<file path="src/rtl/wpsa_pkg.sv">
// shared types and constants of the weighted pixel sample accumulator
package wpsa_pkg;

    localparam int ADDR_W = 21;
    localparam int DEPTH = 2 ** ADDR_W;
    localparam int SUM_W = 40;
    localparam int WSUM_W = 32;
    localparam int CHAN_W = 24;
    localparam int FRAC_SHIFT = 12;

    localparam logic [11:0] MAX_WIDTH = 12'd2048;
    localparam logic [10:0] MAX_HEIGHT = 11'd1024;
    localparam logic [11:0] WIDTH_RESET = 12'd1280;
    localparam logic [10:0] HEIGHT_RESET = 11'd720;

    typedef enum logic [1:0] {
        OP_ADD = 2'd0,
        OP_READ = 2'd1,
        OP_CLEAR = 2'd2,
        OP_NONE = 2'd3
    } op_t;

    typedef enum logic [1:0] {
        REG_WIDTH = 2'd0,
        REG_HEIGHT = 2'd1
    } reg_index_t;

    typedef struct packed {
        op_t op;
        logic oor;
        logic [ADDR_W-1:0] addr;
        logic [CHAN_W-1:0] red;
        logic [CHAN_W-1:0] green;
        logic [CHAN_W-1:0] blue;
        logic [15:0] weight;
    } cmd_t;

    typedef struct packed {
        logic [SUM_W-1:0] red_sum;
        logic [SUM_W-1:0] green_sum;
        logic [SUM_W-1:0] blue_sum;
        logic [WSUM_W-1:0] weight_sum;
    } pix_t;

    typedef struct packed {
        logic [CHAN_W-1:0] red;
        logic [CHAN_W-1:0] green;
        logic [CHAN_W-1:0] blue;
        logic no_weight;
        logic out_of_range;
    } result_t;

endpackage

</file>
<file path="src/rtl/wpsa_front.sv">
// front end: configuration registers, range check, address and classification
module wpsa_front
    import wpsa_pkg::*;
(
    input  logic              clk,
    input  logic              rst_n,
    input  logic              cfg_valid,
    output logic              cfg_ready,
    input  logic [1:0]        cfg_index,
    input  logic [11:0]       cfg_data,
    input  logic              accept,
    input  logic [1:0]        op,
    input  logic [11:0]       column,
    input  logic [11:0]       row,
    input  logic [CHAN_W-1:0] sample_red,
    input  logic [CHAN_W-1:0] sample_green,
    input  logic [CHAN_W-1:0] sample_blue,
    input  logic [15:0]       sample_weight,
    output logic              q_push,
    output cmd_t              q_data
);

    logic [11:0] width_reg, width_next;
    logic [10:0] height_reg, height_next;
    logic [11:0] w_eff;
    logic [10:0] h_eff;
    logic in_image;
    logic [21:0] prod;
    op_t op_code;

    assign cfg_ready = 1'b1;

    always_comb
    begin
        width_next = width_reg;
        height_next = height_reg;
        if (cfg_valid)
        begin
            case (reg_index_t'(cfg_index))
                REG_WIDTH: width_next = cfg_data;
                REG_HEIGHT: height_next = cfg_data[10:0];
                default: ;
            endcase
        end
    end

    always_ff @(posedge clk or negedge rst_n)
    begin
        if (!rst_n)
        begin
            width_reg <= WIDTH_RESET;
            height_reg <= HEIGHT_RESET;
        end
        else
        begin
            width_reg <= width_next;
            height_reg <= height_next;
        end
    end

    always_comb
    begin
        priority if (width_reg == 12'd0)
            w_eff = 12'd1;
        else if (width_reg > MAX_WIDTH)
            w_eff = MAX_WIDTH;
        else
            w_eff = width_reg;
        priority if (height_reg == 11'd0)
            h_eff = 11'd1;
        else if (height_reg > MAX_HEIGHT)
            h_eff = MAX_HEIGHT;
        else
            h_eff = height_reg;
    end

    assign in_image = (column < w_eff) && (row < {1'b0, h_eff});
    assign prod = w_eff * row[9:0];
    assign op_code = op_t'(op);

    always_comb
    begin
        q_data.op = op_code;
        q_data.oor = !in_image;
        q_data.addr = prod[ADDR_W-1:0] + {10'd0, column[10:0]};
        q_data.red = sample_red;
        q_data.green = sample_green;
        q_data.blue = sample_blue;
        q_data.weight = sample_weight;
        unique case (op_code)
            OP_ADD: q_push = accept && in_image;
            OP_READ: q_push = accept;
            OP_CLEAR: q_push = accept;
            OP_NONE: q_push = 1'b0;
        endcase
    end

endmodule

</file>
<file path="config.mk">
export PLATFORM = sky130hd
export DESIGN_NAME = wpsa_front
export DESIGN_NICKNAME = d
export VERILOG_FILES = /design/src/rtl/wpsa_pkg.sv /design/src/rtl/wpsa_front.sv
export SDC_FILE = /design/constraint.sdc
export NUM_CORES = 1
export LEC_CHECK = 0
export BUFFER_PORTS_ARGS = -buffer_cell sky130_fd_sc_hd__buf_2
export CAP_MARGIN = 10
export CORE_UTILIZATION = 50
export DETAILED_ROUTE_END_ITERATION = 10
export GPL_TIMING_DRIVEN = 0
export PLACE_DENSITY = 0.91
export REMOVE_ABC_BUFFERS = 1
export SYNTH_ARGS = -nofsm -noshare
export SYNTH_HDL_FRONTEND = slang
export SYNTH_SLANG_ARGS = --single-unit
</file>
<file path="constraint.sdc">
create_clock -name clk -period 11.1 [get_ports clk]
set_input_delay 2.775 -clock clk [delete_from_list [all_inputs] [get_ports clk]]
set_output_delay 2.775 -clock clk [all_outputs]
set_load 0.01 [all_outputs]
</file>
==> run metrics <==
status finished clean; DR WL/cell 24.8 um; Hold Vio Cnt, Final 0; Diodes inserted 0; Leak between 3 and 4 nW; logic depth of the worst path, buffers included 19; Tmin final 10.64 ns; unique cell type count in the Yosys netlist 52; Place WS 0.450 ns; Num Clock Sinks 23; Post-synth ARST share 1.00; CTS H-Tree Depth 1; first-pass GRT wire length 32300 um; most common library cells after synthesis 142 x inv_1, 93 x nand2_1, 91 x buf_4; CTS root buffer clkbuf_16; total CTS buffers 3; FP Rows 41; top_reg_cell synth dfrtp_1; most instantiated library cell after synthesis inv_1; Max Clk Rate 94.0 MHz; Final period util 0.959; Warnings, synthesis 0; Nets 1013; synthesized area around 6500 um2; maximum root-to-sink buffer count 2; die footprint 13500 um2; clock latency on the worst-skew pair 0.25 ns; Pre-antenna DRT Iters 5; Detail Placement HPWL around 19000 um; main area contributors after synthesis fa_1 27%, ha_1 15%, buf_4 10%; Post-CTS Setup Inserts 0; RSZ-0062 raised after global routing no; post-route antenna net violation count 0; Tot GR Track Use 0.337; max reg flops 12; CP max stage cell fa_1; CP cell instances buf_2 > nand2_1 > fa_1 > inv_1 > fa_1 > inv_1 > fa_1 > inv_1 > fa_1 > inv_1 > fa_1 > inv_1 > ha_1 > and3_1 > nor3b_1 > nor2_1 > nor4bb_1 > a211o_1 > buf_2; critical path arrival between 7 and 8 ns; multi-input logic area 4610 um2; final RePlAce weighted congestion 0.875; Seq/Total Area, Yosys 0.0896; Worst-path clk slew 0.06 ns; # hold bufs at CTS 0; Layout area overhead -2.15%; post-synth top area cell fa_1; Crit. End Element output port; Post-synth EDFFs 0; fillers 1150; Die Y 116 um; Worst Skew 0 ns; top cell type's share of synthesized area 0.271; die width 116 um; WHS Path Cells 1; Mapped Avg Cell Area 8.60 um2; largest fanout on the critical path 13; residual DRC count 0; Setup TNS 0 ns; share of cells above drive strength 1 0.147; vias in the first global route 4953; startpoint types primary input; # setup viols final 0; worst-case vdd ir drop 0.200 mV; initial antenna violation count 0; Buf+Inv Stages, Crit Path 7; Initial Util 0.514; core area 12700 um2; io pins 246; vias per std cell about 5.7; HP Class reg -> reg; total area of sequential cells slightly below 600 um2; required time of the critical path 8.33 ns; Vias about 5000; Final Worst Setup Slack 0.459 ns; Max-Cap Viols 0; Final Max Tran Viols 0; cell count after synthesis between 700 and 800; R2R depth 2; DR iter-0 viols 382; max_slew headroom 0.349; Max stage delay on crit path approximately 0.57 ns; global route total overflow 0; CTS tree built; delay-heaviest family, CP adder cells; cts repair resizes 0; Worst Tran Pin Value 0.974 ns; power density over the cells around 370 nW/um2; Port Buf Inserts 68; largest net degree at the start of global routing 24; final wirelength 21900 um; #FFs+latches synth 23; WS Path Type in -> out
==> cell type report <==
| class | count | share of cell area |
|---|---|---|
| multi-input cells | 474 | 0.724 |
| inverters | 143 | 0.0843 |
| repair buffers | 68 | 0.0534 |
| well taps | 172 | 0.0338 |
| clock buffers | 3 | 0.0118 |
| clock inverters | 1 | 0.000786 |
| flip-flops and latches | 23 | 0.0916 |
==> metal layers <==
layer	GRT usage	vias to the layer above	routed length [um]
met5	0.159	-	299
met4	0.0957	10	897
met3	0.273	61	4550
met2	0.519	404	9510
met1	0.336	2383	6670
li1	-	2162	-
==> cell families (layout without fill, tap and decap cells) <==
logic type	Yosys count	in the layout	share of synthesized area
adder cells (fa/ha/maj)	168	168	0.424
AO/OA/AOI/OAI	63	63	0.0677
XOR/XNOR	19	19	0.0256
buffers and inverters	260	215	0.202
flip-flops	23	23	0.0896
multiplexers	22	22	0.0381
other	1	1	0.000576
AND/OR/NAND/NOR	201	201	0.152
==> layout by cell type (no fill, tap or decap), types with 2 or more instances in the layout <==
cell type / instances
nand2b_1: 3
a211oi_1: 4
o2111ai_1: 2
o311ai_0: 2
dfstp_2: 6
nand2_1: 93
a31oi_1: 2
or3_1: 2
and3_1: 2
nand3_1: 4
nor3_1: 2
o21ai_0: 10
inv_1: 142
and2_1: 53
xor2_1: 6
xnor2_1: 13
buf_2: 68
a21oi_1: 18
nor2_1: 17
nor4_1: 3
mux2_2: 22
clkbuf_16: 3
ha_1: 80
a2111o_1: 2
dfrtp_1: 17
a21o_1: 6
fa_1: 88
a221oi_1: 2
nor2b_1: 13
o211ai_1: 3
==> path summary, 6_finish.rpt <==
path / from / end / slack (ns)
setup / recovery: row[3] / q_data[101] / 0.46
hold / removal: width_reg[0] / width_reg[0] / 0.52
setup reg to reg: width_reg[11] / width_reg[11] / 9.90
hold reg to reg: width_reg[0] / width_reg[0] / 0.52
max in group asynchronous: rst_n / height_reg[4] / 8.28
min in group asynchronous: rst_n / width_reg[11] / 2.47
==> per-stage QoR <==
| step | utilization | hold slack [ns] | std cells | total power, mW | area [um2] |
|---|---|---|---|---|---|
| CTS | 0.503 | 0.519 | 884 | 2.37 | 6370 |
| global placement | 0.496 | 0.493 | 880 | 2.21 | 6280 |
| floorplan | - | 0.481 | 640 | 1.64 | 5730 |
| finish | 0.503 | 0.517 | 884 | 2.36 | 6370 |
| global route | 0.503 | 0.560 | 884 | 2.66 | 6370 |
| detailed placement | 0.496 | 0.506 | 880 | 2.29 | 6290 |
==> where the power goes <==
group          internal, mW  switching, mW  total (mW)
clock network        0.0484         0.0285      0.0769
registers             0.103         0.0166       0.120
logic                 0.903           1.26        2.17
(Power assumes the default switching activity.)
