--- config.mk ---
export PLATFORM = sky130hd
export DESIGN_NAME = wpsa_cmd_queue
export DESIGN_NICKNAME = d
export VERILOG_FILES = /design/src/rtl/wpsa_pkg.sv /design/src/rtl/wpsa_cmd_queue.sv
export SDC_FILE = /design/constraint.sdc
export NUM_CORES = 1
export LEC_CHECK = 0
export ABC_CLOCK_PERIOD_IN_PS = 12300
export BUFFER_PORTS_ARGS = -buffer_cell sky130_fd_sc_hd__buf_2
export CAP_MARGIN = 0
export CORE_MARGIN = 8
export CORE_UTILIZATION = 56
export DETAILED_ROUTE_END_ITERATION = 7
export PLACE_DENSITY_LB_ADDON = 0.3
export SYNTH_ARGS = -nofsm -noshare
export SYNTH_HDL_FRONTEND = slang
export SYNTH_SLANG_ARGS = --single-unit
--- constraint.sdc ---
create_clock -name clk -period 12.3 [get_ports clk]
set_input_delay 0 -clock clk [delete_from_list [all_inputs] [get_ports clk]]
set_output_delay 0 -clock clk [all_outputs]
set_load 0.005 [all_outputs]
--- src/rtl/wpsa_pkg.sv ---
// shared types and constants of the weighted pixel sample accumulator
package wpsa_pkg;

    localparam int ADDR_W = 21;
    localparam int DEPTH = 2 ** ADDR_W;
    localparam int SUM_W = 40;
    localparam int WSUM_W = 32;
    localparam int CHAN_W = 24;
    localparam int FRAC_SHIFT = 12;

    localparam logic [11:0] MAX_WIDTH = 12'd2048;
    localparam logic [10:0] MAX_HEIGHT = 11'd1024;
    localparam logic [11:0] WIDTH_RESET = 12'd1280;
    localparam logic [10:0] HEIGHT_RESET = 11'd720;

    typedef enum logic [1:0] {
        OP_ADD = 2'd0,
        OP_READ = 2'd1,
        OP_CLEAR = 2'd2,
        OP_NONE = 2'd3
    } op_t;

    typedef enum logic [1:0] {
        REG_WIDTH = 2'd0,
        REG_HEIGHT = 2'd1
    } reg_index_t;

    typedef struct packed {
        op_t op;
        logic oor;
        logic [ADDR_W-1:0] addr;
        logic [CHAN_W-1:0] red;
        logic [CHAN_W-1:0] green;
        logic [CHAN_W-1:0] blue;
        logic [15:0] weight;
    } cmd_t;

    typedef struct packed {
        logic [SUM_W-1:0] red_sum;
        logic [SUM_W-1:0] green_sum;
        logic [SUM_W-1:0] blue_sum;
        logic [WSUM_W-1:0] weight_sum;
    } pix_t;

    typedef struct packed {
        logic [CHAN_W-1:0] red;
        logic [CHAN_W-1:0] green;
        logic [CHAN_W-1:0] blue;
        logic no_weight;
        logic out_of_range;
    } result_t;

endpackage

--- src/rtl/wpsa_cmd_queue.sv ---
// two entry command queue between front and back
module wpsa_cmd_queue
    import wpsa_pkg::*;
(
    input  logic clk,
    input  logic rst_n,
    input  logic push,
    input  cmd_t push_data,
    output logic full,
    input  logic pop,
    output cmd_t pop_data,
    output logic empty
);

    cmd_t entry_reg [2];
    logic wr_ptr_reg, wr_ptr_next;
    logic rd_ptr_reg, rd_ptr_next;
    logic [1:0] count_reg, count_next;
    logic do_push, do_pop;

    assign full = (count_reg == 2'd2);
    assign empty = (count_reg == 2'd0);
    assign do_push = push && !full;
    assign do_pop = pop && !empty;
    assign pop_data = entry_reg[rd_ptr_reg];

    always_comb
    begin
        wr_ptr_next = do_push ? !wr_ptr_reg : wr_ptr_reg;
        rd_ptr_next = do_pop ? !rd_ptr_reg : rd_ptr_reg;
        count_next = count_reg + {1'b0, do_push} - {1'b0, do_pop};
    end

    always_ff @(posedge clk or negedge rst_n)
    begin
        if (!rst_n)
        begin
            wr_ptr_reg <= 1'b0;
            rd_ptr_reg <= 1'b0;
            count_reg <= 2'd0;
        end
        else
        begin
            wr_ptr_reg <= wr_ptr_next;
            rd_ptr_reg <= rd_ptr_next;
            count_reg <= count_next;
        end
    end

    always_ff @(posedge clk)
    begin
        if (do_push)
        begin
            entry_reg[wr_ptr_reg] <= push_data;
        end
    end

endmodule

==> flow_summary.toml, run 1 <==
[run_status]
status = "completed"

[worst_setup_path]
critical_path.startpoint = "count_reg[1]"
critPathLaunchType = "flop"
critPathTopFamily = "simple AND/OR/NAND/NOR gates"
cpPeakStageDelay_ns = 0.95
cp-end-kind = "flop"
r2r_setup_slack_ns = 9.39
crit_arrival_ns = 3.01
required_ns = 12.40
worstPathCellList = "nand2b_1 > nand2_1 > nor2_4 > buf_4"
r2r-end = "entry_reg[0][65]"
path_buf_inv = 1
worstSetupPathType = "reg -> reg"
slowest_stage = "buf_4"
crit_fanout = 82
r2r_cells = 4
path_depth = 4
worstReg2RegStart = "count_reg[1]"
cp-endpoint = "entry_reg[0][65]"

[routing]
ant_nets = 0
dr.pass1.iters = 5
vias = 4822
drcViolationCount = 0
wl_per_cell_um = 21.21
vias_per_cell = 5.174
drt-total-wl_mm = 19.76
first_iter_violations = 294

[timing]
post-route-min-period_ns = 2.911
setup_tns_ns = 0
setup_ws_ns = 9.389
holdWs_ns = 0.2282
worst_pin_slew_ns = 1.157
period_share = 0.2367
fmax_mhz = 343.5
slew_headroom = 0.2285
finalMaxSlewViolations = 0
finalHoldViolations = 0
rsz0062_at_grt = "no"
setup_viol = 0
fin_worst_skew_ns = 0.006777

[logic_synthesis]
synth-seq-cells = 228
synth_top_area_share = 0.7846
syn_nets = 485
synth_cell_types = 16
seq_area_frac_synth = 0.7963
synth_largest_area_cell = "edfxtp_1"
synthCells = 367
yosys_warnings = 0
netlist_top_cells_area = "edfxtp_1, mux2_4, mux2_2"
syn_avg_cell_area_um2 = 23.36
mappedNetlistArea_um2 = 8573

[clock_network]
cts_buffer_depth = 3
htreeDepth = 1
numCtsBuffers = 23
clock_sinks = 228
cts_setup_buffers = 0
clk_pin_slew_ns = 0.06
cts_resized = 0
hold_buffers = 116
root_buffer = "clkbuf_16"
insertion_delay_ns = 0.49
cts_tree = "done"

[floorplan]
die_area_um2 = 19520
core-area_um2 = 15090
rows = 45
die_w_um = 139.7
io_pins = 230
die_height_um = 139.7
initial_core_util = 0.5682

[layout]
fillerInstances = 799
utilization = 0.7821
final_nets = 846
drive_gt1_frac = 0.5114
final_common_cell = "buf_2"
seq_area_um2 = 6830
final_cell_mix = "buf_2, edfxtp_1, dlygate4sd3_1"
stdcell_count = 932
area_delta_synth_final_pct = 37.65
largest_register_ffs = 224
multiInputGateArea_um2 = 1627
design_area_um2 = 11800

[placement]
hpwl_mm = 11.22
dp_slack_ns = 9.438
postPlaceCellArea_um2 = 9876
dp_cells = 775
gp_congestion = 0.7398
portBuffers = 229

[power]
p_total_mw = 2.602
leakage_nw = 4.698
p_per_area_nw_per_um2 = 220.5
ir_drop_v = 0.0001756

[flow_run]
maxCapViolCount = 0

[global_route]
grt_pass1_vias = 5349
antenna_found_initial = 2
grt_overflow = 0
grt_max_degree = 83
grt_usage = 0.1954
grt_pass1_wl_mm = 29.98

[worst_hold_path]
hold_path.class = "in -> reg"
[power breakdown]
group	total, mW	leakage (nW)	switching, mW	internal [mW]
Clock	0.709	0.369	0.276	0.433
Sequential	1.14	2.13	0.0735	1.07
Combinational	0.753	2.20	0.353	0.401
Total	2.60	4.70	0.702	1.90
[Yosys cell counts]
| cell | n |
|---|---|
| edfxtp_1 | 224 |
| mux2_4 | 70 |
| mux2_2 | 42 |
| buf_6 | 8 |
| buf_2 | 4 |
| dfrtp_1 | 4 |
| xnor2_1 | 3 |
| ha_1 | 2 |
| inv_1 | 2 |
| nor2_1 | 2 |
| and3_1 | 1 |
| buf_8 | 1 |
| nand2_1 | 1 |
| nand2b_1 | 1 |
| nor2b_1 | 1 |
| xor2_1 | 1 |
[final cells by class]
type / instances / share of cell area
Antenna cell: 1 / 0.0002120
Clock buffer: 30 / 0.05184
Clock inverter: 10 / 0.01272
Inverter: 2 / 0.0006361
Multi-Input combinational cell: 124 / 0.1378
Sequential cell: 228 / 0.5788
Tap cell: 188 / 0.01993
Timing Repair Buffer: 349 / 0.1980
[metal layers]
metal  GRT usage  up-vias  share of wire
met5           0        -        0.00066
met4     0.04171        2          0.012
met3     0.05848       19          0.086
met2      0.3457      221           0.51
met1      0.2312     2397           0.39
li1            -     2183              -
[cell families after synthesis]
kind of cell / count (synthesis) / share of synthesized area
XOR/XNOR: 4 / 0.004087
flip-flops: 228 / 0.7963
multiplexers: 112 / 0.1778
AND/OR/NAND/NOR: 6 / 0.003504
adder cells (fa/ha/maj): 2 / 0.002918
buffers and inverters: 15 / 0.01547
[worst min-delay path by stage]
stage	start	endpoint	slack, ns	cells after the start
global placement	rst_n	wr_ptr_reg	-0.19	1
floorplan	rst_n	count_reg[0]	-0.30	0
detailed placement	rst_n	wr_ptr_reg	-0.19	1
global route	push_data[85]	entry_reg[0][85]	0.21	2
finish	push_data[85]	entry_reg[0][85]	0.23	2
CTS	push_data[28]	entry_reg[0][28]	0.21	2
No activity file was read; power rests on OpenSTA's default activity.
==> run 2, diff against run 1 <==
- ABC_CLOCK_PERIOD_IN_PS: 12300 -> 3000
- CORE_UTILIZATION: 56 -> 52
- clock period: 12.3 -> 3 ns (I/O delays scaled with it)
==> run 2 against run 1 <==
Routed wire length decreased by 6.8%. Non-clock buffer count rose by 2. Via count down 1.8%. Cell count increased by 3.8%. Register-to-register slack lost 8.3 ns. Clock skew grew 0.0038 ns. Final area rose by 0.25%. Combinational power grew to 4.2 times the previous value. First-iteration DRC count shrank 6.5%. Power grew to 4.0 times the previous value. Critical endpoint is now pop_data[8]. Highest routed layer is now met4.
==> flow_summary.toml, run 2 (synthesis results as in run 1) <==
[global_route]
grt_max_degree = 75
grt_overflow = 0
grt_usage = 0.1716
antenna_found_initial = 1
grt_pass1_wl_mm = 27.62
grt_pass1_vias = 5279

[worst_setup_path]
crit_arrival_ns = 2.03
cp-end-kind = "output pin"
worstSetupPathType = "reg -> out"
critPathLaunchType = "flop"
required_ns = 3.00
worstReg2RegStart = "count_reg[1]"
crit_fanout = 39
critical_path.startpoint = "rd_ptr_reg"

[floorplan]
die_height_um = 144.4
rows = 47
io_pins = 230
initial_core_util = 0.5244
die_w_um = 144.4
die_area_um2 = 20850
core-area_um2 = 16350

[routing]
ant_nets = 0
wl_per_cell_um = 19.04
drcViolationCount = 0
first_iter_violations = 275
dr.pass1.iters = 4
vias = 4733
drt-total-wl_mm = 18.42
vias_per_cell = 4.895

[flow_run]
maxCapViolCount = 0

[power]
ir_drop_v = 0.0006427
clkPwrFrac = 0.256
leakage_nw = 4.705
power_switching_mw = 2.797
p_int_mw = 7.618
seq_power_share = 0.436
power_frac_comb = 0.307
p_per_area_nw_per_um2 = 880.3
sw_frac_of_total = 0.2686
p_total_mw = 10.42

[worst_hold_path]
min_from = "push_data[15]"
hold_path.class = "in -> reg"

[timing]
period_share = 0.6751
fin_worst_skew_ns = 0.01061
finalHoldViolations = 0
worst_pin_slew_ns = 0.8201
post-route-min-period_ns = 2.025
rsz0062_at_grt = "no"
fmax_mhz = 493.8
setup_tns_ns = 0
finalMaxSlewViolations = 0
slew_headroom = 0.4533
setup_viol = 0

[clock_network]
clock_sinks = 228
cts_resized = 0
cts_setup_buffers = 0
insertion_delay_ns = 0.49
htreeDepth = 1
root_buffer = "clkbuf_16"
hold_buffers = 116
cts_buffer_depth = 3
numCtsBuffers = 23
clk_pin_slew_ns = 0.06
cts_tree = "done"

[run_status]
status = "completed"

[layout]
final_common_cell = "buf_2"
largest_register_ffs = 224
final_nets = 848
drive_gt1_frac = 0.5174
area_delta_synth_final_pct = 38.00
final_cell_mix = "buf_2, edfxtp_1, dlygate4sd3_1"

[placement]
gp_congestion = 0.7348
portBuffers = 229
hpwl_mm = 11.26
[run 2: cell count changes in the layout (fill, tap and decap cells not counted)]
cell / before / now
clkbuf_8: 1 / 0
bufinv_16: 4 / 2
clkinv_1: 2 / 4
buf_12: 0 / 2
clkinv_2: 3 / 10
clkbuf_1: 6 / 1
[run 2: path summary, 6_finish.rpt]
kind                               endpoint  slack [ns]  cells after the start
setup / recovery                pop_data[8]        0.97                      3
hold / removal             entry_reg[0][15]        0.23                      2
setup reg to reg           entry_reg[1][54]        1.11                      3
hold reg to reg                count_reg[1]        0.52                      1
max in group asynchronous        rd_ptr_reg        2.38                      3
min in group asynchronous        wr_ptr_reg        0.43                      3
[run 2: final cells by class]
class	instances	area, µm²
Antenna cell	1	2.502
Clock buffer	24	579.3
Clock inverter	17	132.6
Fill cell	998	4517
Inverter	2	7.507
Multi-Input combinational cell	124	1627
Sequential cell	228	6830
Tap cell	220	275.3
Timing Repair Buffer	351	2377
[run 2: per-stage QoR]
step           std cells    util  instance area (µm²)  hold WS (ns)  worst slack (ns)
2_1_floorplan        367       -                 8582       -0.2956            0.2944
3_3_place_gp         809  0.6090                 9956       -0.1899             1.194
3_5_place_dp         809  0.6090                 9956       -0.1887             1.107
4_1_cts              966  0.7236                11830        0.2086            0.9405
5_1_grt              967  0.7237                11830        0.2293            0.8839
6_report             967  0.7237                11830        0.2344            0.9748
[run 2: metal layers]
layer	up-vias	part of all wire	GRT usage	routed length (µm)
met5	-	0	0	0
met4	0	0.0094	0.03560	174
met3	16	0.097	0.05150	1778
met2	197	0.51	0.3100	9431
met1	2339	0.38	0.1973	7033
li1	2181	-	-	-
[run 2: power groups by stage]
stage / Clock (mW) / Sequential, mW / Combinational, mW
global placement: 0 / 4.56 / 3.08
CTS: 2.72 / 4.55 / 3.24
finish: 2.67 / 4.55 / 3.20
global route: 2.87 / 4.60 / 3.44
floorplan: 0 / 4.57 / 2.03
detailed placement: 0 / 4.61 / 3.12
[run 2: worst max-delay path, cell delays in order, from the launching register on]
cell     delay [ns]
dfrtp_4        0.42
buf_4          0.53
mux2_2         0.42
buf_2          0.13
==> run 3, diff against run 2 <==
- ABC_CLOCK_PERIOD_IN_PS: 3000 -> 1680
- CORE_UTILIZATION: 52 -> 47
- clock period: 3 -> 1.68 ns (I/O delays scaled with it)
==> run 3 against run 2 <==
The run now ends with negative setup slack left. Clock power up 67%. Worst setup slack worse by 1.1 ns. Clock skew is 0.011 ns higher. Die area rose by 9.4%. Combinational power is 130% higher. Power is 91% higher. Critical endpoint is now pop_data[95].
==> flow_summary.toml, run 3 (synthesis results as in run 1) <==
[floorplan]
die_area_um2 = 22820
io_pins = 230
core-area_um2 = 17960
die_w_um = 151.1
initial_core_util = 0.4773
rows = 49
die_height_um = 151.1

[layout]
multiInputGateArea_um2 = 1629
fillerInstances = 1132
area_delta_synth_final_pct = 44.78
final_cell_mix = "edfxtp_1, buf_2, dlygate4sd3_1"
seq_area_um2 = 6830
drive_gt1_frac = 0.5202
largest_register_ffs = 224
final_common_cell = "edfxtp_1"
final_nets = 870
design_area_um2 = 12410

[worst_setup_path]
path_depth = 4
critPathTopFamily = "flip-flops"
cp-endpoint = "pop_data[95]"
worstReg2RegStart = "count_reg[1]"
r2r_setup_slack_ns = 0.15
crit_arrival_ns = 1.76
required_ns = 1.68
cpPeakStageDelay_ns = 0.51
slowest_stage = "dfrtp_4"
worstPathCellList = "buf_12 > clkbuf_16 > mux2_4 > buf_6"
r2r_cells = 7
critical_path.startpoint = "rd_ptr_reg"
path_buf_inv = 3
r2r-end = "count_reg[1]"
critPathLaunchType = "flop"
cp-end-kind = "output pin"
crit_fanout = 6
worstSetupPathType = "reg -> out"

[routing]
vias_per_cell = 4.835
ant_nets = 0
wl_per_cell_um = 19.80
drcViolationCount = 0
drt-total-wl_mm = 19.74
first_iter_violations = 255
vias = 4820
dr.pass1.iters = 4

[power]
ir_drop_v = 0.0009984
p_per_area_nw_per_um2 = 1606
p_total_mw = 19.93
leakage_nw = 4.926

[clock_network]
insertion_delay_ns = 0.50
clk_pin_slew_ns = 0.06
cts_tree = "done"
htreeDepth = 1
cts_buffer_depth = 3
clock_sinks = 228
root_buffer = "clkbuf_16"
numCtsBuffers = 23

[timing]
fmax_mhz = 567.1
setup_ws_ns = -0.08323
slew_headroom = 0.7758
rsz0062_at_grt = "yes"
finalHoldViolations = 0
worst_pin_slew_ns = 0.3362
post-route-min-period_ns = 1.763
finalMaxSlewViolations = 0
setup_viol = 112
period_share = 1.050
fin_worst_skew_ns = 0.02156

[global_route]
grt_pass1_vias = 5297
grt_max_degree = 60
grt_overflow = 0
grt_usage = 0.1596
grt_pass1_wl_mm = 28.39
antenna_found_initial = 0

[flow_run]
maxCapViolCount = 0

[placement]
gp_congestion = 0.7144
hpwl_mm = 11.62
dp_slack_ns = 0.1322
postPlaceCellArea_um2 = 10080
portBuffers = 229

[worst_hold_path]
hold_path.class = "in -> reg"

[run_status]
status = "finished, violations left"
violations = "negative setup slack"
-- run 3: changes by cell type in the layout (fill, tap and decap cells not counted), sizes merged --
cell      before  now
buf          235  251
clkbuf        24   38
clkinv        14    6
bufinv         2    0
clkinvlp       1    2
-- run 3: layout make-up --
type,count,area share
clock buffer,32,0.04909
tap,229,0.02308
inverter,2,0.0006048
antenna,1,0.0002016
timing repair buffer,373,0.2423
multi-input combinational,124,0.1312
clock inverter,8,0.003125
sequential,228,0.5503
-- run 3: worst min path at each step --
| stage | start | to | slack, ns | cells after the start |
|---|---|---|---|---|
| 5_1_grt | push_data[68] | entry_reg[0][68] | 0.22 | 2 |
| 3_3_place_gp | rst_n | count_reg[0] | -0.19 | 1 |
| 2_1_floorplan | rst_n | count_reg[0] | -0.30 | 0 |
| 6_report | push_data[9] | entry_reg[0][9] | 0.23 | 2 |
| 3_5_place_dp | rst_n | count_reg[1] | -0.19 | 1 |
| 4_1_cts | push_data[5] | entry_reg[1][5] | 0.21 | 2 |
-- run 3: what timing repair did --
item                                    in CTS  in global routing
cloned                                       1                  9
resized for setup                            4                 39
hold buffers                               116                  0
endpoints found under the hold margin      230                  0
setup buffers                                7                  2
endpoints found under the setup margin     104                110
-- run 3: worst reg2reg max path: cells and delay by family, from the launching register on --
family                     cells  cell delay (ns)
xor gates and xnor gates       2             0.30
adders and majority gates      2             0.47
buffers and inverters          1             0.04
DFF                            1             0.40
and+or+nand+nor                2             0.26
-- run 3: power breakdown --
group	total [mW]	internal (mW)	switching, mW
sequential	8.11	7.78	0.334
combinational	7.34	4.28	3.06
clock	4.47	2.52	1.95
-- run 3: per-stage QoR --
stage          hold WS [ns]  cells  utilization  TNS [ns]
2_1_floorplan       -0.2956    367            -   -189.75
3_3_place_gp        -0.1929    821       0.5611         0
3_5_place_dp        -0.1889    821       0.5611         0
4_1_cts              0.2078    985       0.6669    -8.149
5_1_grt              0.2229    996       0.6908    -11.19
6_report             0.2335    997       0.6910    -5.333
-- run 3: per-layer routing --
metal  track usage  routed length (µm)
met4       0.04503                 334
met2        0.2864               10290
met1        0.1814                7485
met5             0                   0
met3       0.04691                1634
